`config.mk`:
```
export PLATFORM = sky130hd
export DESIGN_NAME = spap_ctrl
export DESIGN_NICKNAME = d
export VERILOG_FILES = /design/src/sv/shortest_path_all_predecessors_assert.svh /design/src/sv/spap_pkg.sv /design/src/sv/spap_ctrl.sv
export SDC_FILE = /design/constraint.sdc
export NUM_CORES = 1
export LEC_CHECK = 0
export ABC_CLOCK_PERIOD_IN_PS = 2000
export BUFFER_PORTS_ARGS = -buffer_cell sky130_fd_sc_hd__buf_4
export CAP_MARGIN = 20
export CORE_ASPECT_RATIO = 0.8
export CORE_MARGIN = 5
export CORE_UTILIZATION = 45
export DETAILED_ROUTE_END_ITERATION = 10
export GPL_ROUTABILITY_DRIVEN = 0
export PLACE_DENSITY_LB_ADDON = 0.05
export SKIP_CTS_REPAIR_TIMING = 1
export SLEW_MARGIN = 0
export SYNTH_ARGS = -nofsm -noshare
export SYNTH_HDL_FRONTEND = slang
export SYNTH_SLANG_ARGS = --single-unit
```
`constraint.sdc`:
```
create_clock -name clk -period 2 [get_ports clk]
set_clock_uncertainty 0.05 [all_clocks]
set_input_delay 0 -clock clk [delete_from_list [all_inputs] [get_ports clk]]
set_output_delay 0 -clock clk [all_outputs]
set_load 0.02 [all_outputs]
```
`src/sv/shortest_path_all_predecessors_assert.svh`:
```
// Assertion macros for the shortest path block.
`ifndef SHORTEST_PATH_ALL_PREDECESSORS_ASSERT_SVH
`define SHORTEST_PATH_ALL_PREDECESSORS_ASSERT_SVH
`ifndef NO_ASSERTIONS
`define SPAP_ASSERT_IMP(label, clk, rst_n, ante, cons) \
	label: assert property (@(posedge clk) disable iff (!rst_n) (ante) |-> (cons)) \
		else $error("assertion failed");
`define SPAP_ASSERT_NEXT(label, clk, rst_n, ante, cons) \
	label: assert property (@(posedge clk) disable iff (!rst_n) (ante) |=> (cons)) \
		else $error("assertion failed");
`else
`define SPAP_ASSERT_IMP(label, clk, rst_n, ante, cons)
`define SPAP_ASSERT_NEXT(label, clk, rst_n, ante, cons)
`endif
`endif

```
`src/sv/spap_pkg.sv`:
```
`default_nettype none
package spap_pkg;
	localparam int NV = 32;
	localparam int VW = 5;
	localparam int WB = 32;
	localparam int DW = 40;
	localparam logic [DW-1:0] DIST_MAX = {DW{1'b1}};
	localparam logic KIND_LOAD = 1'b0;

	typedef enum logic [7:0] {
		ST_IDLE  = 8'b00000001,
		ST_INIT  = 8'b00000010,
		ST_SCAN  = 8'b00000100,
		ST_PICK  = 8'b00001000,
		ST_RELAX = 8'b00010000,
		ST_EMIT  = 8'b00100000,
		ST_LOAD  = 8'b01000000,
		ST_CLEAR = 8'b10000000
	} state_t;

	typedef struct packed {
		logic clear;
		logic init;
		logic scan;
		logic pick;
		logic relax;
		logic load;
		logic emit;
		logic [VW-1:0] idx;
		logic first;
	} cmd_t;

	typedef struct packed {
		logic found;
		logic clr_done;
	} sts_t;
endpackage
`default_nettype wire

```
`src/sv/spap_ctrl.sv`:
```
`default_nettype none
module spap_ctrl (
	input  wire logic                    clk,
	input  wire logic                    arst_n,
	input  wire logic                    in_go,
	input  wire logic                    in_kind,
	input  wire logic [spap_pkg::VW:0]   count,
	input  wire spap_pkg::sts_t          sts,
	input  wire logic                    out_taken,
	output spap_pkg::cmd_t               cmd,
	output spap_pkg::state_t             state,
	output logic                         emit_last
);
	import spap_pkg::*;

	state_t        state_q;
	logic [VW:0]   idx_q;
	logic [VW:0]   pass_q;
	logic [VW:0]   lastv;

	assign lastv = count - (VW+1)'(1);
	assign state = state_q;
	assign emit_last = (idx_q == lastv);

	always_comb begin
		cmd = '0;
		cmd.idx = idx_q[VW-1:0];
		cmd.first = (idx_q == '0);
		case (state_q)
			ST_CLEAR: cmd.clear = 1'b1;
			ST_LOAD:  cmd.load = 1'b1;
			ST_INIT:  cmd.init = 1'b1;
			ST_SCAN:  cmd.scan = 1'b1;
			ST_PICK:  cmd.pick = sts.found;
			ST_RELAX: cmd.relax = 1'b1;
			ST_EMIT:  cmd.emit = 1'b1;
			default:  ;
		endcase
	end

	always_ff @(posedge clk or negedge arst_n) begin
		if (!arst_n) begin
			state_q <= ST_CLEAR;
			idx_q   <= '0;
			pass_q  <= '0;
		end else begin
			case (state_q)
				ST_CLEAR: begin
					if (sts.clr_done) begin
						state_q <= ST_IDLE;
					end
				end
				ST_IDLE: begin
					idx_q  <= '0;
					pass_q <= '0;
					if (in_go) begin
						state_q <= in_kind == KIND_LOAD ? ST_LOAD : ST_INIT;
					end
				end
				ST_LOAD: state_q <= ST_IDLE;
				ST_INIT: begin
					if (idx_q == (VW+1)'(NV-1)) begin
						idx_q   <= '0;
						state_q <= ST_SCAN;
					end else begin
						idx_q <= idx_q + (VW+1)'(1);
					end
				end
				ST_SCAN: begin
					if (idx_q == lastv) begin
						idx_q   <= '0;
						state_q <= ST_PICK;
					end else begin
						idx_q <= idx_q + (VW+1)'(1);
					end
				end
				ST_PICK: begin
					state_q <= sts.found ? ST_RELAX : ST_EMIT;
				end
				ST_RELAX: begin
					if (idx_q == (VW+1)'(NV-1)) begin
						idx_q  <= '0;
						pass_q <= pass_q + (VW+1)'(1);
						state_q <= (pass_q == lastv) ? ST_EMIT : ST_SCAN;
					end else begin
						idx_q <= idx_q + (VW+1)'(1);
					end
				end
				ST_EMIT: begin
					if (out_taken) begin
						idx_q <= idx_q + (VW+1)'(1);
						if (emit_last) begin
							state_q <= ST_IDLE;
						end
					end
				end
				default: state_q <= ST_IDLE;
			endcase
		end
	end
endmodule
`default_nettype wire

```
# Word-level counts from Yosys, hierarchy flattened
# Index checks and enable logic that the tools add are counted.
# W data, S select, Z words.
[word_totals]
ff_bits = 20
latchBits = 0
ram_bits = 0
romBits = 0
inputBits = 13
out_inout_bits = 22
elab_cells = 55
mem_count = 0
[op_classes]
add_sub_neg = 3
mul = 0
div = 0
order_cmp = 0
eq_ne = 18
shifts = 0
muxes = 24
bitwise = 0
n_reduce_logical = 7
[op_table]
columns = ["op", "n"]
rows = [
  ["$mux W8", 7],
  ["$pmux W8 S7", 1],
  ["$mux W6", 6],
  ["$pmux W6 S4", 1],
  ["$ne A2 B2 Y1 const B", 7],
  ["$add A6 B1 Y6 const B", 2],
  ["$eq A6 B6 Y1", 2],
  ["$pmux W6 S2", 1],
  ["$eq A8 B1 Y1 const B", 1],
  ["$eq A8 B2 Y1 const B", 1],
  ["$eq A8 B3 Y1 const B", 1],
  ["$eq A8 B4 Y1 const B", 1],
  ["$eq A8 B5 Y1 const B", 1],
  ["$eq A8 B6 Y1 const B", 1],
  ["$eq A8 B7 Y1 const B", 1],
  ["$eq A8 B8 Y1 const B", 1],
  ["$mux W1", 7],
  ["$mux W7", 1],
  ["$reduce_and A7 Y1", 1],
  ["$eq A6 B5 Y1 const B", 1],
  ["$logic_not A6 Y1", 1],
  ["$sub A6 B1 Y6 const B", 1],
  ["$reduce_and A2 Y1", 2],
  ["$reduce_bool A4 Y1", 1],
  ["other kinds (2)", 2],
]

# Depth between registers and ports, before layout
[logic_depth]
ltp_word = 5
depth_mapped = 8
depth_no_buf = 8

# Worst setup path before layout
# No wires, ideal clock.
[synth_path]
path_type = "register to register"
startpoint = "register state_q[2], in the netlist state[2]"
endpoint = "register state_q[5], in the netlist state[5]"
setup_ns = 0.125
t_arrival_ns = 2.339
required_ns = 1.825
setup_slack_ns = -0.514
path_stages_with_launch = 7
n_path_buf = 0
period_less_slack_ns = 2.514
cell_sequence = "dfrtp_1 -> nor4_1 -> nand2_1 -> nor3b_1 -> and2b_1 -> a211o_2 -> mux2_4"
[synth_between]
elab_chain_len = 3
elab_cells_between_ends = 16
cone_classes = "eq/ne: 14; mux: 1; reduce/logical: 1"
[synth_lines]
columns = ["element", "line_no", "rtl"]
rows = [
  ["from (decl)", "spap_ctrl.sv:16", "state_t state_q;"],
  ["from (signal assigned)", "spap_ctrl.sv:57", "state_q <= in_kind == KIND_LOAD ? ST_LOAD : ST_INIT;"],
  ["from (signal assigned)", "spap_ctrl.sv:78", "state_q <= sts.found ? ST_RELAX : ST_EMIT;"],
  ["from (signal assigned)", "spap_ctrl.sv:84", "state_q <= (pass_q == lastv) ? ST_EMIT : ST_SCAN;"],
  ["$eq A8 B2 Y1, or another cell as far along", "spap_ctrl.sv:47", "case (state_q)"],
  ["$ne A2 B2 Y1 (no line)", "n/a", ""],
  ["$reduce_and A7 Y1 (no line)", "n/a", ""],
]
# Parallel ways exist; a longest one is shown, timed or not.
# A chain may end at the register's enable or synchronous reset.

# Worst setup path after layout
# Ends and elaborated chain as after synthesis.

==> results.ini <==
[detailed_routing]
ant_nets=0
post_drt_wl_per_cell_um=15.2
first_iter_violations=106
drt-pass1-iter-count=4
route.detailed.drc=0
num_vias=1378
via_per_inst=5.40
detail_route.wirelength_mm=3.86

[synth]
synth_top_area_share_pct=32.5
synth_top_family_by_area=simple AND/OR/NAND/NOR gates
synth-adder-area-share_pct=3.42
synth_compound_area_share_pct=10.4
yosys-top-cells-count=sky130_fd_sc_hd__dfrtp_1 (19), sky130_fd_sc_hd__inv_1 (13), sky130_fd_sc_hd__nand2_1 (11)
yosys.area.top_type=sky130_fd_sc_hd__dfrtp_1
synthesis.nets=174
synth_mux_area_share_pct=3.85
synth_cells=157
count_of_flip_flops_with_a_built_in_enable_after_synthesis=0
synth.distinct_cells=47
synth-seq-cells=20
netlist_top_cells_area=sky130_fd_sc_hd__dfrtp_1 (32%), sky130_fd_sc_hd__xnor2_1 (6.0%), sky130_fd_sc_hd__xor2_1 (6.0%)
synthXorXnorAreaFrac_pct=16.7
syn-mean-instance-area_um2=9.32
synthArstFlopShare_pct=100
yosys.cell_count.top_type=sky130_fd_sc_hd__dfrtp_1
ys_dominant_reg_cell=sky130_fd_sc_hd__dfrtp_1
synth_seq_area_share_pct=34.3
synth.yosys.warnings=0
netlist_area_um2=1460
yosys.area_share.simple_pct=24.3

[placement]
detailed_place_hpwl_mm=3.09
port_buffers=34

[critical_path]
critical_path.endpoint_type=register
data_arrival_time_of_the_worst_path_ps=2060
setup.worst_path.class=reg -> reg
worst_ep_required_time_ps=2100
timing.critical_path.from_type=register
critical_path_peak_fanout=4

[grt]
grt_first_pass_wirelength_mm=6.11
first_global_vias=1268
total_global_routing_overflow=0
track_usage_pct=17.7
grt_antenna_before_repair=0
grt_max_degree=21

[die]
initial_utilization_pct=47.1
design.die.area_um2=4500
core_region_area_um2=3110
boundaryPins=35
fp.dieH_um=61.0
x_dimension_of_the_die_um=73.8
placementRows=18

[pwr]
leakage_nw=0.994
power.total_mw=2.22
worst_ir_drop_on_vdd_mv=0.702
power.density_cell_area_nw_per_um2=1060

[cts]
worst_skew_late_latency_ps=260
number_of_buffers_inserted_during_clock_tree_synthesis=3
clock_sinks=20
root_buffer=sky130_fd_sc_hd__clkbuf_8
cts_tree=yes
h-tree-depth=1
clock_path_buffers=2
clk_pin_slew_worst_paths_ps=80

[timing]
max_slew_margin_pct=76.1
fmaxAchievable_mhz=510
final_period_minus_worst_setup_slack_ps=1960
whs_ps=19.7
final-hold-violation-count=0
final-setup-viol-count=0
rsz0062_at_grt=true
slew_violations=0
worst-slew-pin-transition_ps=357
min_period_over_period_pct=98.0

[layout]
finish.net_count=233
flow.area_growth_from_synthesis_pct=42.6
final_util_pct=67.2
insertedDiodeCount=0
drive_gt1_share_pct=40.0

[worst_hold_path]
min_path_type=in -> reg

[run]
max_capacitance_violation_total=0

[run_status]
status=completed

==> cell families after synthesis <==
group           after synthesis
simple gates                 62
compound gates               21
buf+inv                      22
fa+ha+maj                     4
mux                           5
flops                        20
xor+xnor                     23
==> layer usage <==
metal | vias up | GRT usage (%) | part of all wire (%)
met5 | - | 0 | 0
li1 | 669 | - | -
met2 | 45 | 28.4 | 47
met4 | 0 | 2.84 | 0.80
met1 | 660 | 24.9 | 45
met3 | 4 | 4.40 | 7.4
==> cells in the final DEF (no fill, tap or decap), drive strengths merged, types with 2 or more instances in the layout <==
master	netlist	routed
a211o	2	2
a22o	2	2
a31oi	3	3
and2	2	2
and3	2	2
and4b	2	2
buf	6	59
clkbuf	3	4
dfrtp	19	19
dlygate4sd3	0	4
ha	4	4
inv	13	13
mux2	2	2
mux2i	3	3
nand2	11	11
nand3	5	5
nand4	7	7
nand4b	2	2
nor2	10	10
nor3	6	6
nor3b	4	4
nor4	4	4
o21ai	4	4
o22ai	3	3
or3	2	2
xnor2	10	10
xnor3	2	2
xor2	10	10
==> power by group <==
part           switching, mW  internal, mW  leakage [nW]
Sequential            0.0922         0.469         0.264
Clock                  0.136         0.142        0.0228
Combinational          0.729         0.650         0.707
==> layout make-up <==
cell class	instances	area, um2
clock buffer	4	45.0
fill	260	1020
inverter	13	48.8
multi-input combinational	115	955
sequential	20	507
tap	40	50.0
timing repair buffer	63	483
==> sequential cells by signal, indices dropped and copies added (netlist names) <==
signal,cells
idx_q,6
pass_q,6
state,8
==> critical path, cell delays in order (launching register included) <==
cell and delay, ps:
sky130_fd_sc_hd__dfrtp_1 450, sky130_fd_sc_hd__nor4_4 340, sky130_fd_sc_hd__buf_4 170, sky130_fd_sc_hd__nand4b_1 180
sky130_fd_sc_hd__o211ai_1 240, sky130_fd_sc_hd__a211o_2 150, sky130_fd_sc_hd__mux2_4 290
==> worst paths after layout <==
path	to	cells past startpoint	from	slack (ps)
hold reg to reg	pass_q[5]$_DFFE_PN0P_	2	pass_q[5]$_DFFE_PN0P_	530
setup reg to reg	state[5]$_DFFE_PN0P_	6	state[2]$_DFFE_PN0P_	40
hold / removal	state[4]$_DFFE_PN0P_	3	sts[1]	20
max in group asynchronous	state[7]$_DFFE_PN1P_	2	arst_n	1520
min in group asynchronous	pass_q[1]$_DFFE_PN0P_	2	arst_n	110
setup / recovery	state[5]$_DFFE_PN0P_	6	state[2]$_DFFE_PN0P_	40
==> per-stage QoR <==
stage          cells  cell area [um2]  setup TNS (ps)  setup WS [ps]
6_report         255             2090               0           39.6
3_5_place_dp     245             1910               0           8.91
4_1_cts          249             1960           -43.8          -43.8
2_1_floorplan    157             1490            -153           -153
5_1_grt          255             2090           -96.0          -28.0
3_3_place_gp     245             1910               0           28.7
(Power assumes the default switching activity.)
